File: src/rtl/core/ffpra_pkg.sv
// shared widths, codes and controller/datapath interface types
package ffpra_pkg;

    localparam int ADDR_W    = 48;
    localparam int SIZE_W    = 32;
    localparam int SHIFT_W   = 5;
    localparam int CNT_W     = 11;
    localparam int PAGE_W    = 10;
    localparam int ST_W      = 2;
    localparam int RUN_W     = 11;
    localparam int POS_W     = 12;
    localparam int NEED_W    = SIZE_W + 1;
    localparam int CFG_IDX_W = 2;

    localparam int NUM_PAGES_DEF = 1024;

    localparam logic [SHIFT_W-1:0] MAX_SHIFT     = 5'd20;
    localparam logic [SHIFT_W-1:0] SHIFT_RESET   = 5'd12;
    localparam logic [CNT_W-1:0]   COUNT_RESET   = 11'd1024;

    // configuration register indexes
    localparam logic [CFG_IDX_W-1:0] REG_BASE  = 2'd0;
    localparam logic [CFG_IDX_W-1:0] REG_SHIFT = 2'd1;
    localparam logic [CFG_IDX_W-1:0] REG_COUNT = 2'd2;

    // result status codes
    localparam logic [ST_W-1:0] ST_OK     = 2'd0;
    localparam logic [ST_W-1:0] ST_NOROOM = 2'd1;
    localparam logic [ST_W-1:0] ST_BAD    = 2'd2;

    // request kinds
    localparam logic FUNC_ALLOC = 1'b0;
    localparam logic FUNC_FREE  = 1'b1;

    typedef struct packed {
        logic load;      // latch request fields
        logic clear;     // clear one table entry
        logic achk;      // size check, need calc, first read
        logic walk;      // one first-fit step
        logic afin;      // commit or reject the allocation
        logic fchk;      // free address check and table read
        logic free_rd;   // release the entry that was read
        logic out_load;  // move result into the output register
    } t_cmd;

    typedef struct packed {
        logic clr_last;
        logic achk_go;
        logic walk_done;
        logic fchk_go;
        logic out_free;
    } t_stat;

endpackage

File: src/rtl/core/ffpra_ctrl.sv
// sequencing state machine of the page run allocator
module ffpra_ctrl
    import ffpra_pkg::*;
(
    input  logic  i_clk,
    input  logic  i_rst_n,
    input  logic  i_in_valid,
    input  logic  i_func,
    input  t_stat i_stat,
    output logic  o_in_stall,
    output t_cmd  o_cmd
);

    typedef enum logic [7:0] {
        S_CLEAR = 8'b0000_0001,
        S_IDLE  = 8'b0000_0010,
        S_ACHK  = 8'b0000_0100,
        S_WALK  = 8'b0000_1000,
        S_AFIN  = 8'b0001_0000,
        S_FCHK  = 8'b0010_0000,
        S_FREAD = 8'b0100_0000,
        S_DONE  = 8'b1000_0000
    } t_state;

    t_state r_state;
    t_state n_state;

    always_ff @(posedge i_clk) begin
        if (!i_rst_n) begin
            r_state <= S_CLEAR;
        end else begin
            r_state <= n_state;
        end
    end

    assign o_in_stall = (r_state != S_IDLE);

    always_comb begin
        n_state = r_state;
        o_cmd   = '0;
        unique case (r_state)
            S_CLEAR: begin
                o_cmd.clear = 1'b1;
                if (i_stat.clr_last) begin
                    n_state = S_IDLE;
                end
            end
            S_IDLE: begin
                if (i_in_valid) begin
                    o_cmd.load = 1'b1;
                    n_state    = (i_func == FUNC_FREE) ? S_FCHK : S_ACHK;
                end
            end
            S_ACHK: begin
                o_cmd.achk = 1'b1;
                n_state    = i_stat.achk_go ? S_WALK : S_DONE;
            end
            S_WALK: begin
                o_cmd.walk = 1'b1;
                if (i_stat.walk_done) begin
                    n_state = S_AFIN;
                end
            end
            S_AFIN: begin
                o_cmd.afin = 1'b1;
                n_state    = S_DONE;
            end
            S_FCHK: begin
                o_cmd.fchk = 1'b1;
                n_state    = i_stat.fchk_go ? S_FREAD : S_DONE;
            end
            S_FREAD: begin
                o_cmd.free_rd = 1'b1;
                n_state       = S_DONE;
            end
            S_DONE: begin
                if (i_stat.out_free) begin
                    o_cmd.out_load = 1'b1;
                    n_state        = S_IDLE;
                end
            end
            default: begin
                n_state = S_CLEAR;
            end
        endcase
    end

endmodule

File: config.mk
export PLATFORM = sky130hd
export DESIGN_NAME = ffpra_ctrl
export DESIGN_NICKNAME = d
export VERILOG_FILES = /design/src/rtl/core/ffpra_pkg.sv /design/src/rtl/core/ffpra_ctrl.sv
export SDC_FILE = /design/constraint.sdc
export NUM_CORES = 1
export LEC_CHECK = 0
export BUFFER_PORTS_ARGS = -buffer_cell sky130_fd_sc_hd__buf_4
export CAP_MARGIN = 25
export CORE_AREA = 2 2 39 41
export CTS_CLUSTER_SIZE = 8
export DETAILED_ROUTE_END_ITERATION = 10
export DIE_AREA = 0 0 41 43
export PLACE_DENSITY = 0.79
export SKIP_CTS_REPAIR_TIMING = 1
export SLEW_MARGIN = 20
export SYNTH_ARGS = -nofsm -noshare
export SYNTH_HDL_FRONTEND = slang
export SYNTH_SLANG_ARGS = --single-unit
export TNS_END_PERCENT = 50
File: constraint.sdc
create_clock -name i_clk -period 2.05 [get_ports i_clk]
set_clock_uncertainty 0.2 [all_clocks]
set_input_delay 0 -clock i_clk [delete_from_list [all_inputs] [get_ports i_clk]]
set_output_delay 0 -clock i_clk [all_outputs]
set_load 0.02 [all_outputs]
Word-level counts from Yosys, hierarchy flattened
Cells that the tools add are included.

Register bits: 8. Bits of input ports: 9.

Equality and inequality tests: 13. Multiplexer cells: 18. Reductions and logical operators: 2.

Operators by type and width (number): $pmux 8 s7 (1); $mux 8 (6); $mux 1 (10); $eq 8x1->1 const B (1); $eq 8x2->1 const B (1); $eq 8x3->1 const B (1); $eq 8x4->1 const B (1); $eq 8x5->1 const B (1); $eq 8x6->1 const B (1); $eq 8x7->1 const B (1); $eq 8x8->1 const B (1); $ne 2x2->1 const B (4); $ne 8x2->1 const B (1); $mux 6 (1); $reduce_and 4->1 (1); $reduce_or 2->1 (1).

Longest topological paths before layout
Depth after elaboration: 3. Mapped depth: 6. Gate-level depth less buffers: 5.

Worst setup path before layout
OpenSTA, ideal clock, no wires.

Path type: flip-flop to output port. Start point: register r_state[5]. End point: output o_cmd[0] (netlist name). Arrival time: 1.561 ns. Required time: 1.850 ns. Setup slack: 0.289 ns. Stages on the path, launching flop included: 4. Path buffers: 0. Path through: dfxtp_1 > nor4_4 > nand2_2 > nor4_1.

RTL lines: start, declared (RTL line ffpra_ctrl.sv:25) `t_state r_state;`; start signal, assigned (RTL line ffpra_ctrl.sv:32) `r_state <= n_state;`; end, declared (RTL line ffpra_ctrl.sv:11) `output t_cmd o_cmd`.

==> flow_summary.json <==
{
  "hp-class": "in2reg",
  "core_area_sq_um": 1380,
  "grt.total_usage": 0.205,
  "drt-wirelength-per-cell_microns": 14.3,
  "synth_xor_area_frac": 0.0560,
  "die_h_microns": 43,
  "route.detailed.drc": 0,
  "period_share": 0.932,
  "htree_levels": 1,
  "drive_above_1_share": 0.307,
  "ys_seq_elements": 8,
  "period_minus_slack_ps": 1910,
  "cts_tree": "built",
  "met1_length_microns": 661,
  "critPathLaunchType": "flip-flop",
  "place_ws_ps": 252,
  "holdWs_ps": 163,
  "grt_pass1_wl_mm": 2.39,
  "syn_nets": 84,
  "top_regs": "r_state (8)",
  "path_cells": "nor4_4 > nand2_2 > nor4_1 > buf_4",
  "antenna_found_initial": 0,
  "nets": 112,
  "largest_reg_flops": 8,
  "drtPass1Iterations": 4,
  "layout-area-overhead-vs-synth_pct": 36.6,
  "synth_top_family_by_area": "simple AND/OR/NAND/NOR gates",
  "drt-vias-per-instance": 5.54,
  "post-dp-hpwl_mm": 1.13,
  "wl_mm": 1.67,
  "utilization": 0.618,
  "fin_setup_tns_ps": 0,
  "reg2reg_depth": 4,
  "diodes": 0,
  "p_per_area_nw_per_um2": 776,
  "dr_wl_met3_microns": 88,
  "clockBufferDepth": 2,
  "path_clk_slew_ps": 60,
  "slew_headroom": 0.670,
  "rows": 14,
  "worstSkewPairLatency_ps": 270,
  "status": "completed",
  "syn-cell-area_sq_um": 626,
  "hold_viol": 0,
  "cts.sinks": 8,
  "dr_total_vias": 648,
  "leakage_nw": 0.366,
  "rsz0062_at_grt": "no",
  "io_buffer_count": 17,
  "finalSetupViolCount": 0,
  "yosys.area_share.adder": 0,
  "path_max_fanout": 6,
  "endpoint_kind": "output port",
  "synth.top_cell.area_share": 0.256,
  "critPathMaxStageDelay_ps": 480,
  "cts_made_buffers": 3,
  "worst_slack_ps": 140,
  "root_buffer": "clkbuf_4",
  "yosys.area_share.simple": 0.484,
  "finalMaxSlewViolations": 0,
  "synth_top_cell_by_area": "dfxtp_1",
  "cp_slowest_cell": "nor4_4",
  "cp.arrival_ps": 1710,
  "worstSetupPathDepth": 4,
  "final_antenna_net_count": 0,
  "yosysUniqueCellTypes": 31,
  "start_util": 0.452,
  "wl_met2_microns": 887,
  "holdPathStages": 4,
  "timing.fmax_mhz": 524,
  "ys_seq_area_frac": 0.256,
  "first_iter_violations": 13,
  "grt_start_max_net_pins": 13,
  "crit_family": "simple AND/OR/NAND/NOR gates",
  "syn_area_per_cell_sq_um": 8.34,
  "grt_overflow": 0,
  "grt_pass1_vias": 555,
  "crit_buf_inv": 1,
  "yosys_warnings": 0,
  "fp.dieW_microns": 41,
  "peakVddDrop_mv": 0.530,
  "netlist_instances": 75,
  "cap_violations": 0,
  "synth_compound_area_frac": 0.136,
  "max_slew.worst_pin.slew_ps": 488,
  "io_pins": 18,
  "synth_mux_area_frac": 0,
  "critPathKind": "reg2out",
  "synth_area_leaders": "dfxtp_1 (26%), nor4b_2 (9.6%), nor4_4 (6.8%)",
  "top_register": "r_state",
  "cp.required_ps": 1850,
  "top_layer": "met4",
  "dieArea_sq_um": 1760,
  "place_congestion": 0.822
}
cells in the mapped netlist:
cell type  count
or2b_1         1
nor4_4         2
inv_1          5
xnor2_1        2
nand2b_1       1
nand4b_1       1
nor4_1         2
and3_1         2
nand2_1        6
nand4_1        1
o211ai_1       2
nor4b_2        4
o221ai_1       1
buf_4          1
nor3b_1        1
nor2b_1        2
o311ai_2       1
nor4b_1        1
dfxtp_1        8
xor2_1         2
buf_2          1
and2b_1        1
nor2_1        10
o21ai_0        3
o21a_1         3
a21boi_1       1
nand3_1        3
nor3_1         4
buf_6          1
and4_1         1
nand2_2        1
cells by family after synthesis:
| logic type | after synthesis |
|---|---|
| AND/OR/NAND/NOR | 44 |
| XOR/XNOR | 4 |
| buffers and inverters | 8 |
| flip-flops | 8 |
| AO/OA/AOI/OAI | 11 |
power by group:
| part | internal (mW) | switching (mW) |
|---|---|---|
| combinational | 0.163 | 0.141 |
| clock | 0.0673 | 0.0580 |
| sequential | 0.174 | 0.0600 |
| total | 0.404 | 0.259 |
cell usage in the layout (no fill, tap or decap), types with 2 or more instances in the layout:
cell           Yosys  final
inv_1              5      5
buf_4              1     20
and3_1             2      2
nand2_1            6      6
xnor2_1            2      2
nor4_4             2      2
dlygate4sd3_1      0      6
o211ai_1           2      2
nor4b_2            4      4
nor3_1             4      4
nor2b_1            2      2
o21ai_0            3      3
o21a_1             3      3
xor2_1             2      2
dfxtp_1            8      8
nor2_1            10     10
nor4_1             2      2
nand3_1            3      3
clkbuf_4           0      3
metrics by stage:
step	instance area [sq um]	instances	total power, mW
after CTS	787	110	0.648
final	855	117	0.663
after floorplan	626	75	0.440
after global routing	855	117	0.718
after detailed placement	764	107	0.521
after global placement	764	107	0.513
cell type report:
type,count,area (sq um)
clock buffer,3,22.5
fill,126,529
inverter,5,18.8
multi-input combinational,59,423
sequential,8,160
tap,16,20.0
timing repair buffer,26,210
worst register-to-register path, cell delays in order (launching register included):
cell	delay [ps]
dfxtp_1	570
nor4b_1	480
nor3_1	110
nor4b_2	170
o21a_1	190
layer usage:
layer,GRT usage,vias up
met2,0.294,24
met3,0.0785,4
li1,-,326
met1,0.257,294
met5,0,-
met4,0.100,0
final timing paths:
check,startpoint,endpoint,slack (ps)
worst min register to register,r_state[2],r_state[0],560
worst min-delay path,i_stat[0],r_state[0],160
worst max-delay path,r_state[5],o_cmd[0],140
worst max register to register,r_state[1],r_state[1],230
Power figures use the tool's default switching activity.
